[config.mk]
export PLATFORM = sky130hd
export DESIGN_NAME = utf8_byte_stream_decoder
export DESIGN_NICKNAME = d
export VERILOG_FILES = /design/src/u8d_pkg.sv /design/src/utf8_byte_stream_decoder.sv /design/src/u8d_front.sv /design/src/u8d_queue.sv /design/src/u8d_back.sv
export SDC_FILE = /design/constraint.sdc
export NUM_CORES = 1
export LEC_CHECK = 0
export BUFFER_PORTS_ARGS = -buffer_cell sky130_fd_sc_hd__buf_2
export CAP_MARGIN = 20
export CELL_PAD_IN_SITES_DETAIL_PLACEMENT = 1
export CELL_PAD_IN_SITES_GLOBAL_PLACEMENT = 1
export CORE_MARGIN = 10
export CORE_UTILIZATION = 52
export DETAILED_ROUTE_END_ITERATION = 12
export PLACE_DENSITY = 0.88
export SYNTH_ARGS = -nofsm -noshare
export SYNTH_HDL_FRONTEND = slang
export SYNTH_SLANG_ARGS = --single-unit
[constraint.sdc]
create_clock -name clk_i -period 4.6 [get_ports clk_i]
set_input_delay 0.69 -clock clk_i [delete_from_list [all_inputs] [get_ports clk_i]]
set_output_delay 0.69 -clock clk_i [all_outputs]
set_load 0.02 [all_outputs]
[src/u8d_pkg.sv]
`timescale 1ns / 1ps
// u8d_pkg: shared types, status codes and helpers for the utf-8 decoder
// no dependencies

package u8d_pkg;

  localparam int unsigned QueueDepthDef = 4;
  localparam int unsigned MaxSeqLen     = 6;
  localparam logic [7:0]  ContMark      = 8'h80;

  typedef enum logic [1:0] {
    ST_OK       = 2'd0,
    ST_BAD_LEAD = 2'd1,
    ST_TRUNC    = 2'd2,
    ST_WIDE     = 2'd3
  } status_e;

  typedef struct packed {
    logic [7:0] in_byte;
    logic       flush;
  } in_word_t;

  typedef struct packed {
    logic [15:0] code_point;
    logic [1:0]  status;
    logic        last;
  } out_word_t;

  // all results caused by one input word
  typedef struct packed {
    logic      two;
    out_word_t r0;
    out_word_t r1;
  } rec_t;

  // queue to back end handshake
  typedef struct packed {
    logic avail;
    rec_t head;
  } q_head_t;

  function automatic logic [3:0] leading_ones(input logic [7:0] b);
    logic [3:0] n;
    logic       run;
    n   = 4'd0;
    run = 1'b1;
    for (int i = 7; i >= 0; i--) begin
      run = run & b[i];
      if (run) n = n + 4'd1;
    end
    return n;
  endfunction

  function automatic out_word_t mk_res(input logic [15:0] cp, input status_e st);
    out_word_t r;
    r.code_point = cp;
    r.status     = st;
    r.last       = 1'b0;
    return r;
  endfunction

endpackage

[src/utf8_byte_stream_decoder.sv]
`timescale 1ns / 1ps
// utf8_byte_stream_decoder: top level of the utf-8 to 16-bit code point decoder
// depends on u8d_pkg, u8d_front, u8d_queue, u8d_back

// The decoder takes one byte word per clock whenever full is low and
// delivers one result word per clock whenever empty is low and pop is
// high. The front end decodes a byte in the cycle it is accepted and writes
// all results it causes (one or two) as one record into a queue of
// QueueDepth records; a byte that causes no result uses no queue slot. The
// back end reads the head record and returns its words in order, so a byte
// that both truncates a sequence and yields a result of its own needs two
// pops. Records are registered in the queue. Sustained rate is one byte
// per clock while no byte yields two results and the consumer drains one
// result per clock; full rises only when QueueDepth records are waiting.

module utf8_byte_stream_decoder import u8d_pkg::*; #(
  parameter int unsigned QueueDepth = QueueDepthDef
) (
  input  logic      clk_i,
  input  logic      rst_ni,
  // input side
  input  logic      push,
  output logic      full,
  input  in_word_t  in_word_i,
  // result side
  output logic      empty,
  input  logic      pop,
  output out_word_t out_word_o
);

  logic    accept;
  logic    rec_push;
  rec_t    rec;
  logic    deq;
  q_head_t head;

  // a byte word is taken whenever the queue can hold its record
  assign accept = push && !full;

  // decode and sequence state
  u8d_front u_front (
    .clk_i      (clk_i),
    .rst_ni     (rst_ni),
    .accept_i   (accept),
    .in_word_i  (in_word_i),
    .rec_push_o (rec_push),
    .rec_o      (rec)
  );

  // record queue decouples decoding from result delivery
  u8d_queue #(
    .Depth (QueueDepth)
  ) u_queue (
    .clk_i  (clk_i),
    .rst_ni (rst_ni),
    .push_i (rec_push),
    .rec_i  (rec),
    .deq_i  (deq),
    .full_o (full),
    .head_o (head)
  );

  // splits each record into its result words
  u8d_back u_back (
    .clk_i      (clk_i),
    .rst_ni     (rst_ni),
    .head_i     (head),
    .pop_i      (pop),
    .deq_o      (deq),
    .empty_o    (empty),
    .out_word_o (out_word_o)
  );

  // error results never carry a code point
  assert property (@(posedge clk_i) disable iff (!rst_ni)
    (!empty && out_word_o.status != ST_OK) |-> (out_word_o.code_point == 16'd0))
    else $error("error result with nonzero code point");

  // a popped word that is not last is followed by its partner
  assert property (@(posedge clk_i) disable iff (!rst_ni)
    (pop && !empty && !out_word_o.last) |=> (!empty && out_word_o.last))
    else $error("second result of a byte missing");

  // the queue cannot drain without a completed record
  assert property (@(posedge clk_i) disable iff (!rst_ni)
    (full && !(pop && !empty)) |=> full)
    else $error("queue lost a record");

endmodule

[src/u8d_front.sv]
`timescale 1ns / 1ps
// u8d_front: accepts bytes, tracks the open sequence, builds result records
// depends on u8d_pkg

module u8d_front import u8d_pkg::*; (
  input  logic     clk_i,
  input  logic     rst_ni,
  input  logic     accept_i,
  input  in_word_t in_word_i,
  output logic     rec_push_o,
  output rec_t     rec_o
);

  logic [2:0]  left_q, left_d;
  logic [15:0] part_q, part_d;
  logic        wide_q, wide_d;

  logic [3:0]  n_lead;
  logic        lead_res;
  out_word_t   lead_word;
  logic        lead_open;
  logic [2:0]  lead_left;
  logic [15:0] lead_part;
  logic        lead_wide;

  logic [1:0]  n_res;
  out_word_t   r0, r1;
  logic [7:0]  b;
  logic [2:0]  dec_left;

  assign b        = in_word_i.in_byte;
  assign n_lead   = leading_ones(b);
  assign dec_left = left_q - 3'd1;

  // lead byte classification
  always_comb begin
    lead_res  = 1'b0;
    lead_word = mk_res(16'd0, ST_OK);
    lead_open = 1'b0;
    lead_left = 3'd0;
    lead_part = 16'd0;
    lead_wide = 1'b0;
    if (n_lead == 4'd0) begin
      lead_res  = 1'b1;
      lead_word = mk_res({8'd0, b}, ST_OK);
    end else if (n_lead == 4'd1 || n_lead > 4'(MaxSeqLen)) begin
      lead_res  = 1'b1;
      lead_word = mk_res(16'd0, ST_BAD_LEAD);
    end else begin
      lead_open = 1'b1;
      lead_left = 3'(n_lead - 4'd1);
      if (n_lead == 4'd2) begin
        lead_part = {11'd0, b[4:0]};
      end else if (n_lead == 4'd3) begin
        lead_part = {12'd0, b[3:0]};
      end else begin
        lead_wide = 1'b1;
      end
    end
  end

  always_comb begin
    left_d = left_q;
    part_d = part_q;
    wide_d = wide_q;
    n_res  = 2'd0;
    r0     = mk_res(16'd0, ST_OK);
    r1     = mk_res(16'd0, ST_OK);
    if (accept_i) begin
      if (in_word_i.flush) begin
        if (left_q != 3'd0) begin
          n_res = 2'd1;
          r0    = mk_res(16'd0, ST_TRUNC);
        end
        left_d = 3'd0;
        part_d = 16'd0;
        wide_d = 1'b0;
      end else if (left_q != 3'd0) begin
        if ((b & 8'hC0) == ContMark) begin
          left_d = dec_left;
          if (!wide_q) part_d = {part_q[9:0], b[5:0]};
          if (dec_left == 3'd0) begin
            n_res  = 2'd1;
            r0     = wide_q ? mk_res(16'd0, ST_WIDE) : mk_res({part_q[9:0], b[5:0]}, ST_OK);
            left_d = 3'd0;
            part_d = 16'd0;
            wide_d = 1'b0;
          end
        end else begin
          // broken sequence, then the byte restarts as a lead
          r0     = mk_res(16'd0, ST_TRUNC);
          r1     = lead_word;
          n_res  = lead_res ? 2'd2 : 2'd1;
          left_d = lead_left;
          part_d = lead_part;
          wide_d = lead_wide;
        end
      end else begin
        r0     = lead_word;
        n_res  = lead_res ? 2'd1 : 2'd0;
        left_d = lead_left;
        part_d = lead_part;
        wide_d = lead_wide;
      end
    end
    if (!lead_open && !(accept_i && !in_word_i.flush && left_q == 3'd0)) begin
      // nothing extra; state already set above
    end
    r0.last = (n_res == 2'd1);
    r1.last = 1'b1;
  end

  always_ff @(posedge clk_i or negedge rst_ni) begin
    if (!rst_ni) begin
      left_q <= 3'd0;
      part_q <= 16'd0;
      wide_q <= 1'b0;
    end else begin
      left_q <= left_d;
      part_q <= part_d;
      wide_q <= wide_d;
    end
  end

  assign rec_push_o = accept_i && (n_res != 2'd0);
  assign rec_o.two  = (n_res == 2'd2);
  assign rec_o.r0   = r0;
  assign rec_o.r1   = r1;

endmodule

[src/u8d_queue.sv]
`timescale 1ns / 1ps
// u8d_queue: short record queue between front and back end
// depends on u8d_pkg

module u8d_queue import u8d_pkg::*; #(
  parameter int unsigned Depth = QueueDepthDef
) (
  input  logic    clk_i,
  input  logic    rst_ni,
  input  logic    push_i,
  input  rec_t    rec_i,
  input  logic    deq_i,
  output logic    full_o,
  output q_head_t head_o
);

  localparam int unsigned AddrW = (Depth > 1) ? $clog2(Depth) : 1;
  localparam int unsigned CntW  = $clog2(Depth + 1);

  rec_t              mem_q [Depth];
  logic [AddrW-1:0]  wr_q, wr_d, rd_q, rd_d;
  logic [CntW-1:0]   cnt_q, cnt_d;
  logic              do_push, do_pop;

  assign full_o  = (cnt_q == CntW'(Depth));
  assign do_push = push_i && !full_o;
  assign do_pop  = deq_i && (cnt_q != '0);

  always_comb begin
    wr_d  = wr_q;
    rd_d  = rd_q;
    cnt_d = cnt_q;
    if (do_push) wr_d = (wr_q == AddrW'(Depth - 1)) ? '0 : wr_q + AddrW'(1);
    if (do_pop)  rd_d = (rd_q == AddrW'(Depth - 1)) ? '0 : rd_q + AddrW'(1);
    if (do_push && !do_pop) cnt_d = cnt_q + CntW'(1);
    if (!do_push && do_pop) cnt_d = cnt_q - CntW'(1);
  end

  always_ff @(posedge clk_i) begin
    if (do_push) mem_q[wr_q] <= rec_i;
  end

  always_ff @(posedge clk_i or negedge rst_ni) begin
    if (!rst_ni) begin
      wr_q  <= '0;
      rd_q  <= '0;
      cnt_q <= '0;
    end else begin
      wr_q  <= wr_d;
      rd_q  <= rd_d;
      cnt_q <= cnt_d;
    end
  end

  assign head_o.avail = (cnt_q != '0);
  assign head_o.head  = mem_q[rd_q];

endmodule

[src/u8d_back.sv]
`timescale 1ns / 1ps
// u8d_back: hands out the results of the head record one word at a time
// depends on u8d_pkg

module u8d_back import u8d_pkg::*; (
  input  logic      clk_i,
  input  logic      rst_ni,
  input  q_head_t   head_i,
  input  logic      pop_i,
  output logic      deq_o,
  output logic      empty_o,
  output out_word_t out_word_o
);

  logic sel_q, sel_d;
  logic take;

  assign empty_o    = !head_i.avail;
  assign take       = pop_i && head_i.avail;
  assign out_word_o = sel_q ? head_i.head.r1 : head_i.head.r0;

  always_comb begin
    sel_d = sel_q;
    deq_o = 1'b0;
    if (take) begin
      if (!sel_q && head_i.head.two) begin
        sel_d = 1'b1;
      end else begin
        sel_d = 1'b0;
        deq_o = 1'b1;
      end
    end
  end

  always_ff @(posedge clk_i or negedge rst_ni) begin
    if (!rst_ni) begin
      sel_q <= 1'b0;
    end else begin
      sel_q <= sel_d;
    end
  end

endmodule
==> metrics.cfg, run 1 <==
[status]
status=complete, but fails checks
violations=negative setup slack

[clocking]
ctsHoldBuffers=0
cts_inserted_buffers=17
clk_pin_slew_ns=0.06
clkSinkCount=138
cts_root_buf=clkbuf_16
cts_tree=done
h-tree-depth=4
insertion_delay_ns=0.42
cts.path.max_buffers=2

[timing]
slew_violations=0
hold_viol_final=0
setup_viol=210
rsz0062_at_grt=true
fmax_mhz=182
fin_crit_ns=5.49
relSlewSlack=0.316
worst_pin_slew_ns=1.02
fin_skew_ns=0.00962
fin_ws_ns=-0.894
post-route-period-util=1.19

[global_routing]
grt.total_usage=0.227
grt_max_degree=32
grt_first_pass_wirelength_microns=30200
grt_pass1_vias=4975
antenna_found_initial=1
overflow=0

[yosys]
syn_area_sq_mm=0.00652
synth_edf_count=116
syn_inst=439
synth_flop_cell=edfxtp_1
synthArstFlopShare=0.159
yosys_warnings=0
synth_fp_nets=472
synth_cell_types=62
ys_ff_latch=138
seq_area_frac_synth=0.619
syn_avg_cell_area_sq_um=14.8

[die]
core_area_sq_mm=0.0122
die-area_sq_mm=0.0174
rows=40
die_h_microns=132
start_util=0.536
die_w_microns=132
pin_count=34

[setup_path]
worstReg2RegEnd=u_queue.mem_q[0][32]$_DFFE_PP_
endpoint_kind=register
ff2ff_path_depth=12
cp_max_fo=4
worstSetupPathType=input pin to register
worstPathArrival_ns=5.83
path_buf_inv=4
r2r_start=u_front.left_q[0]$_DFFE_PN0P_
crit_cells=27
max_stage_delay_ns=0.33
crit_path_top_delay_cell=fa_2
rrSetupSlack_ns=0.93
cp_common_cell=ha_4
required_ns=4.94
cp_top_family=compound AO/OA/AOI/OAI gates
cp-start-kind=input pin

[hold_path]
hp-class=input pin to asynchronous set/reset pin

[placed_design]
dp_cells=664
hpwl_microns=11000
place.gp.congestion=0.826
io_buffers=33
dpl-instance-area_sq_mm=0.00733

[final_layout]
design_area_sq_mm=0.00867
drive_gt1_frac=0.461
final_nets=586
final_cells=735
synthToLayoutAreaGrowth_pct=33.1
post-route-util=0.713

[detailed_routing]
detail-route-antenna-nets=0
drc=0
post_drt_wl_per_cell_microns=32.2
routed_wirelength_microns=23700
via_per_inst=6.58
vias=4835
first_pass_iters=5
drtIter0Drc=656

[power]
power_w=0.00514
ir_drop_mv=0.424
power.density_mw_per_mm2=593
leakagePower_nw=3.27

[run]
cap_violations=0

==> worst max path at each step <==
stage                            start                           end
after floorplan           in_word_i[8]  u_queue.cnt_q[2]$_DFFE_PN0P_
after global placement    in_word_i[8]  u_queue.cnt_q[2]$_DFFE_PN0P_
after detailed placement  in_word_i[8]  u_queue.cnt_q[2]$_DFFE_PN0P_
after CTS                 in_word_i[6]  u_queue.cnt_q[2]$_DFFE_PN0P_
after global routing      in_word_i[8]  u_queue.cnt_q[2]$_DFFE_PN0P_
final                     in_word_i[7]  u_queue.cnt_q[2]$_DFFE_PN0P_
==> repair_timing <==
action                                  in CTS  in global routing
gates cloned                                 1                  5
resized for setup                           45                 27
endpoints found under the setup margin     206                210
pin swaps                                   25                 20
buffers inserted                            24                 14
==> stage by stage <==
step | setup WS, ns | hold slack, ns | setup TNS, ns
after floorplan | -1.16 | 0.394 | -123.79
after global placement | -1.09 | 0.454 | -155.45
after detailed placement | -1.34 | 0.473 | -207.68
after CTS | -0.693 | 0.271 | -66.72
after global routing | -1.07 | 0.293 | -132.39
final | -0.894 | 0.276 | -116.18
==> registers in the layout (all words and copies together) (netlist names) <==
register / cells
u_queue.rd_q: 2
u_back.sel_q: 1
u_front.part_q: 10
u_front.left_q: 3
u_queue.cnt_q: 3
u_front.wide_q: 1
u_queue.mem_q: 116
u_queue.wr_q: 2
==> final cells by class <==
type	count	area [sq um]
diodes	1	2.50
clock buffers	21	460
clock inverters	11	171
fillers	1056	3490
inverters	21	81.3
multi-input cells	261	2710
flip-flops and latches	138	4040
well taps	168	210
repair buffers	114	1000
==> where the power goes <==
| group | internal, W | leakage [nW] | switching (W) |
|---|---|---|---|
| clock | 0.000937 | 0.292 | 0.000564 |
| combinational | 0.000837 | 1.60 | 0.00109 |
| sequential | 0.00159 | 1.38 | 0.000118 |
==> cells in the mapped netlist, types with 3 or more instances <==
cell,count,area (sq um)
a21oi_1,5,25.0
and2_1,17,106
buf_1,4,15.0
clkbuf_1,11,41.3
dfrtp_1,22,551
edfxtp_1,116,3480
ha_1,19,238
inv_1,21,78.8
mux2_2,15,169
mux2i_1,3,30.0
mux4_2,29,653
nand2_1,36,135
nand2b_1,5,31.3
nand4_1,4,25.0
nor2_1,16,60.1
nor2b_1,17,106
nor3_1,11,55.1
o21ai_0,13,65.1
o221ai_2,4,60.1
or2_2,7,43.8
xnor2_1,3,26.3
xor2_1,3,26.3
==> cell families after synthesis <==
kind of cell	Yosys count	synth area share
AO/OA/AOI/OAI	53	0.0634
buffers and inverters	40	0.0261
flip-flops	138	0.619
XOR/XNOR	6	0.00807
AND/OR/NAND/NOR	135	0.113
adder cells (fa/ha/maj)	20	0.0396
multiplexers	47	0.131
==> metal layers <==
layer / wire length, microns / vias up / global-route usage / share of wire
met1: 8370 / 2416 / 0.271 / 0.35
met2: 11700 / 376 / 0.384 / 0.50
met5: 0 / - / 0 / 0
met3: 2060 / 127 / 0.0503 / 0.087
li1: - / 1916 / - / -
met4: 1510 / 0 / 0.0995 / 0.064
==> worst register-to-register path, stage by stage, from the launching register on <==
cell and delay, ns:
dfrtp_1 0.44, inv_1 0.16, ha_1 0.16, nor2b_1 0.80, or2_2 0.33, nor3_1 0.08, or2_2 0.37, nor2_1 0.30
a21oi_4 0.07, buf_4 0.20, nor2b_4 0.14, buf_12 0.15, clkbuf_16 0.18
==> placed cells by master (no fill, tap or decap), drive strengths merged, types with 3 or more instances in the layout <==
| master | count |
|---|---|
| edfxtp | 116 |
| buf | 109 |
| mux2i | 3 |
| bufinv | 4 |
| nand2b | 5 |
| ha | 19 |
| xnor2 | 3 |
| inv | 21 |
| clkbuf | 26 |
| xor2 | 3 |
| o221ai | 6 |
| mux2 | 15 |
| nand4 | 5 |
| clkinvlp | 5 |
| a21boi | 3 |
| or2 | 7 |
| a21oi | 6 |
| and2 | 18 |
| a211oi | 4 |
| o21ai | 16 |
| nand2 | 36 |
| dfrtp | 22 |
| nor2 | 16 |
| nor3 | 11 |
| mux4 | 29 |
| nor2b | 17 |
(Power assumes the default switching activity.)
==> run 2, diff against run 1 <==
REMOVE_ABC_BUFFERS = 1   (was not set)
==> run 2 against run 1 <==
Compared with the run above:
- the flow still finishes with violations (negative setup slack)
- total power up 2.5%
- die area unchanged
- first-iteration DRC count decreased by 18%
- non-clock buffer count grew 3
- hold slack got worse by 0.021 ns
- via count is 0.14% higher
- sequential cell count is the same
- highest routed layer unchanged
==> metrics.cfg, run 2 (synthesized netlist as in run 1, its figures left out) <==
[status]
status=complete, but fails checks
violations=negative setup slack

[power]
leakagePower_nw=3.31  ; +1.3%
ir_drop_mv=0.306  ; -28%
power.density_mw_per_mm2=606  ; +2.1%
power_w=0.00527  ; +2.5%

[detailed_routing]
routed_wirelength_microns=23900  ; +1.1%
vias=4842  ; +0.14%
first_pass_iters=5  ; unchanged
drc=0  ; unchanged
drtIter0Drc=536  ; -18%
detail-route-antenna-nets=0  ; unchanged
post_drt_wl_per_cell_microns=32.6  ; +1.1%
via_per_inst=6.59  ; +0.14%

[timing]
slew_violations=0  ; unchanged
fin_crit_ns=5.81  ; +0.313 ns
fin_skew_ns=0.0179  ; +0.00830 ns
post-route-period-util=1.26  ; +0.0680
setup_viol=210  ; unchanged
relSlewSlack=0.300  ; -0.0168
rsz0062_at_grt=true
fin_ws_ns=-1.21  ; -0.313 ns
fmax_mhz=172  ; -5.4%
worst_pin_slew_ns=1.05  ; +0.0252 ns
hold_viol_final=0  ; unchanged

[global_routing]
grt.total_usage=0.247  ; +0.0206
grt_first_pass_wirelength_microns=32400  ; +7.1%
grt_max_degree=32  ; unchanged
antenna_found_initial=0  ; -1
overflow=0  ; unchanged
grt_pass1_vias=5054  ; +1.6%

[final_layout]
final_cells=735  ; unchanged
reg_top3=u_queue.mem_q (116), u_front.part_q (10)
largest_reg_flops=116  ; unchanged
final_nets=589  ; +0.51%
mostFrequentLayoutCell=edfxtp_1
insertedDiodeCount=0  ; -1
synthToLayoutAreaGrowth_pct=33.6
drive_gt1_frac=0.455  ; -0.00610
most-common-layout-cells=edfxtp_1, buf_4, nand2_1
top_register=u_queue.mem_q

[setup_path]
required_ns=4.93  ; about the same
rrSetupSlack_ns=0.89  ; -0.04 ns
crit_path_top_delay_cell=fa_2
path_buf_inv=3  ; -1
cp_common_cell=ha_4
cp-start-kind=input pin
max_stage_delay_ns=0.35  ; +0.02 ns
worstSetupPathType=input pin to register
endpoint_kind=register
cp_top_family=adder cells
cp_max_fo=3  ; -1
worstPathArrival_ns=6.14  ; +0.31 ns

[clocking]
ctsHoldBuffers=0  ; unchanged
clkSinkCount=138  ; unchanged
h-tree-depth=4  ; unchanged
cts.path.max_buffers=2  ; unchanged
insertion_delay_ns=0.44  ; +0.02 ns
cts_inserted_buffers=17  ; unchanged
cts_tree=done
clk_pin_slew_ns=0.07  ; about the same
cts_root_buf=clkbuf_16

[run]
cap_violations=0  ; unchanged

[die]
core_area_sq_mm=0.0122  ; unchanged
die_w_microns=132  ; unchanged
pin_count=34  ; unchanged
start_util=0.536  ; unchanged
rows=40  ; unchanged
die-area_sq_mm=0.0174  ; unchanged
die_h_microns=132  ; unchanged

[hold_path]
hp-class=input pin to asynchronous set/reset pin

[placed_design]
io_buffers=33  ; unchanged
place.gp.congestion=0.855  ; +3.6%
dp_cells=673  ; +1.4%
hpwl_microns=11100  ; +0.69%

[run 2: cell types whose count changed in the layout (fill, tap and decap cells not counted), moves of 3 or more]
cell,before,now
nor3_2,0,3
buf_4,61,64
bufbuf_16,0,4
nor3_1,5,8
buf_16,1,4
nor3_4,6,0
clkinvlp_4,5,2
clkbuf_16,21,17
[run 2: worst register-to-register path, delay by kind of cell, from the launching register on]
kind                     cells  cell delay, ns
AO/OA/AOI/OAI                1            0.08
adder cells (fa/ha/maj)      2            0.36
XOR/XNOR                     2            0.41
buffers and inverters        3            0.39
AND/OR/NAND/NOR              6            1.94
flip-flops                   1            0.42
[run 2: final cells by class]
| type | instances | area [sq um] |
|---|---|---|
| multi-input cells | 261 | 2660 |
| flip-flops and latches | 138 | 4040 |
| clock inverters | 13 | 200 |
| inverters | 21 | 83.8 |
| repair buffers | 117 | 1090 |
| well taps | 168 | 210 |
| fillers | 1065 | 3460 |
| clock buffers | 17 | 425 |
[run 2: path summary, 6_finish.rpt]
path                                                     from                       endpoint  cells past startpoint
min in group clk_i              u_front.part_q[9]$_DFFE_PN0P_  u_front.part_q[9]$_DFFE_PN0P_                      2
worst max register to register  u_front.left_q[0]$_DFFE_PN0P_   u_queue.cnt_q[2]$_DFFE_PN0P_                     14
worst min-delay path                                   rst_ni   u_queue.cnt_q[2]$_DFFE_PN0P_                      1
worst max-delay path                             in_word_i[6]   u_queue.cnt_q[2]$_DFFE_PN0P_                     27
max in group asynchronous                              rst_ni    u_queue.rd_q[0]$_DFFE_PN0P_                      1
worst min register to register  u_front.part_q[9]$_DFFE_PN0P_  u_front.part_q[9]$_DFFE_PN0P_                      2
[run 2: repair_timing]
action,4_1_cts,5_1_grt
gates resized for setup,52,43
pin swaps,23,17
setup buffers,12,14
cloned,8,0
endpoints found under the setup margin,210,210
[run 2: layer usage]
metal / global-route usage / part of all wire / vias to the layer above
li1: - / - / 1913
met1: 0.277 / 0.37 / 2527
met2: 0.427 / 0.51 / 339
met3: 0.0591 / 0.081 / 63
met4: 0.129 / 0.042 / 0
met5: 0 / 0 / -
[run 2: per-stage QoR]
step / TNS [ns] / area, sq um / util / hold WS, ns / setup WS, ns
global placement: -189.22 / 7250 / 0.596 / 0.458 / -1.30
detailed placement: -263.54 / 7250 / 0.596 / 0.484 / -1.62
global route: -175.28 / 8700 / 0.716 / 0.278 / -1.37
CTS: -93.36 / 8410 / 0.692 / 0.247 / -0.862
floorplan: -259.10 / 6420 / - / 0.394 / -1.96
finish: -144.08 / 8700 / 0.716 / 0.254 / -1.21
[run 2: where the power goes]
group          leakage (nW)  total [W]  internal, W  switching [W]
combinational          1.63    0.00198     0.000903        0.00108
clock                 0.300    0.00153     0.000953       0.000577
sequential             1.38    0.00176      0.00159       0.000163
total                  3.31    0.00527      0.00345        0.00182
==> run 3, diff against run 2 <==
CORE_UTILIZATION = 56   (was 52)
PLACE_DENSITY = 0.93   (was 0.88)
clock period = 7.23 ns   (was 4.6 ns; I/O delays follow)
==> run 3 against run 2 <==
Compared with the run above:
- the flow now finishes without violations
- critical path depth unchanged
- non-clock buffer count down 76
- core utilization down 6.6 points
- wire length down 31%
- worst setup slack better by 1.5 ns
- hold slack better by 0.22 ns
- register-to-register slack better by 2.7 ns
- first-iteration DRC count down 31%
- clock power down 46%
- largest cell class unchanged
==> metrics.cfg, run 3 (synthesized netlist as in run 1, its figures left out) <==
[status]
status=complete, no violations

[die]
die-area_sq_mm=0.0164  ; -6.1%
die_h_microns=128  ; -3.1%
rows=39  ; -2.5%
core_area_sq_mm=0.0114  ; -6.1%
pin_count=34  ; unchanged
start_util=0.571  ; +0.0349
die_w_microns=128  ; -3.1%

[timing]
slew_violations=0  ; unchanged
fmax_mhz=145
setup_viol=0  ; -100%
hold_viol_final=0  ; unchanged
timing.setup.tns_ns=0  ; +144.08 ns
relSlewSlack=0.354  ; +0.0542
rsz0062_at_grt=false
post-route-period-util=0.956
worst_pin_slew_ns=0.969  ; -0.0792 ns
hold_slack_ns=0.471  ; +0.217 ns
fin_crit_ns=6.92
fin_skew_ns=0.0129  ; -0.00498 ns

[detailed_routing]
detail-route-antenna-nets=0  ; unchanged
highest_layer=met4
routed_wirelength_microns=16500  ; -31%
drc=0  ; unchanged
wl_met1_microns=6630  ; -25%
wl_met2_microns=8380  ; -31%
first_pass_iters=4  ; -1
vias=4071  ; -16%
drtIter0Drc=371  ; -31%
route.met3.wl_microns=846  ; -56%
via_per_inst=6.41  ; -2.7%
post_drt_wl_per_cell_microns=26.0  ; -20%

[hold_path]
hp-class=register to register
hp-start=u_front.part_q[7]$_DFFE_PN0P_

[setup_path]
worstSetupPathType=input pin to register
cp_common_cell=ha_1
endpoint_kind=register
path_buf_inv=3  ; unchanged
max_stage_delay_ns=0.37  ; +0.02 ns
required_ns=7.55  ; +2.62 ns
cp-start-kind=input pin
startpoint=in_word_i[6]
rrSetupSlack_ns=3.62  ; +2.73 ns
r2r_start=u_front.left_q[0]$_DFFE_PN0P_
cp_max_fo=7  ; +4
worstPathArrival_ns=7.23  ; +1.09 ns
crit_path_top_delay_cell=fa_1
cp_top_family=adder cells

[power]
leakagePower_nw=2.75  ; -17%
ir_drop_mv=0.244  ; -20%
power.density_mw_per_mm2=388  ; -36%

[final_layout]
mostFrequentLayoutCell=edfxtp_1
synthToLayoutAreaGrowth_pct=13.8
post-route-util=0.649  ; -0.0663
reg_top3=u_queue.mem_q (116), u_front.part_q (10)
final_cells=635  ; -14%
most-common-layout-cells=edfxtp_1, nand2_1, buf_2
top_register=u_queue.mem_q
largest_reg_flops=116  ; unchanged
final_nets=513  ; -13%
fillers=1054  ; -1.0%
drive_gt1_frac=0.283  ; -0.173
insertedDiodeCount=0  ; unchanged
design_area_sq_mm=0.00742  ; -15%

[clocking]
clkSinkCount=138  ; unchanged
ctsHoldBuffers=0  ; unchanged
cts_tree=done
post_cts_buffers=0  ; -12
h-tree-depth=4  ; unchanged
clk_pin_slew_ns=0.06  ; about the same
cts_resized=0  ; -100%
cts.path.max_buffers=2  ; unchanged
cts_inserted_buffers=17  ; unchanged
insertion_delay_ns=0.42  ; -0.02 ns
cts_root_buf=clkbuf_16

[global_routing]
antenna_found_initial=0  ; unchanged
grt_first_pass_wirelength_microns=25800  ; -20%
grt_pass1_vias=4460  ; -12%
grt.total_usage=0.207  ; -0.0408
grt_max_degree=33  ; +3.1%
overflow=0  ; unchanged

[placed_design]
dp_cells=602  ; -11%
hpwl_microns=9890  ; -11%
place.gp.congestion=0.839  ; -1.9%
io_buffers=33  ; unchanged
dpl-instance-area_sq_mm=0.00683  ; -5.9%

[run]
cap_violations=0  ; unchanged

==> run 3: cell count changes in the layout (fill, tap and decap cells not counted), moves of 4 or more <==
cell / previous run / this run
and2_4: 7 / 1
ha_1: 11 / 19
buf_6: 8 / 0
buf_2: 30 / 34
o21ai_0: 9 / 13
bufbuf_16: 4 / 0
buf_4: 64 / 6
buf_16: 4 / 0
ha_4: 6 / 0
nor2b_4: 5 / 0
nor2b_2: 0 / 4
and2_1: 11 / 17
==> run 3: final timing paths <==
kind                                                 end  depth (start not counted)
setup / recovery            u_queue.cnt_q[2]$_DFFE_PN0P_                         27
hold / removal             u_front.part_q[7]$_DFFE_PN0P_                          2
setup reg to reg            u_queue.cnt_q[2]$_DFFE_PN0P_                         14
hold reg to reg            u_front.part_q[7]$_DFFE_PN0P_                          2
max in group asynchronous    u_queue.rd_q[0]$_DFFE_PN0P_                          1
min in group asynchronous    u_queue.wr_q[1]$_DFFE_PN0P_                          1
==> run 3: metrics by stage <==
stage	setup WS, ns	total power (W)
after floorplan	0.273	0.00173
after global placement	0.408	0.00196
after detailed placement	-0.0273	0.00203
after CTS	0.267	0.00287
after global routing	0.0211	0.00301
final	0.315	0.00287
==> run 3: routing by layer <==
metal	global-route usage	up-vias
met5	0	-
met4	0.113	0
met3	0.0459	63
met2	0.343	180
met1	0.245	2080
li1	-	1748
==> run 3: cell type report <==
| cell class | count | area (sq um) | share of cell area |
|---|---|---|---|
| clock inverters | 13 | 129 | 0.0174 |
| clock buffers | 18 | 429 | 0.0579 |
| repair buffers | 41 | 235 | 0.0317 |
| multi-input cells | 261 | 2330 | 0.314 |
| inverters | 21 | 78.8 | 0.0106 |
| well taps | 143 | 179 | 0.0241 |
| flip-flops and latches | 138 | 4040 | 0.544 |
==> run 3: worst min-delay path, stage by stage, from the launching register on <==
cell	delay, ns
dfrtp_1	0.33
nand2_1	0.04
o21ai_0	0.06
==> run 3: where the power goes <==
| part | switching [W] | leakage [nW] | internal [W] |
|---|---|---|---|
| sequential | 0.0000855 | 1.38 | 0.00101 |
| clock | 0.000330 | 0.271 | 0.000502 |
| combinational | 0.000543 | 1.10 | 0.000400 |
| total | 0.000958 | 2.75 | 0.00192 |
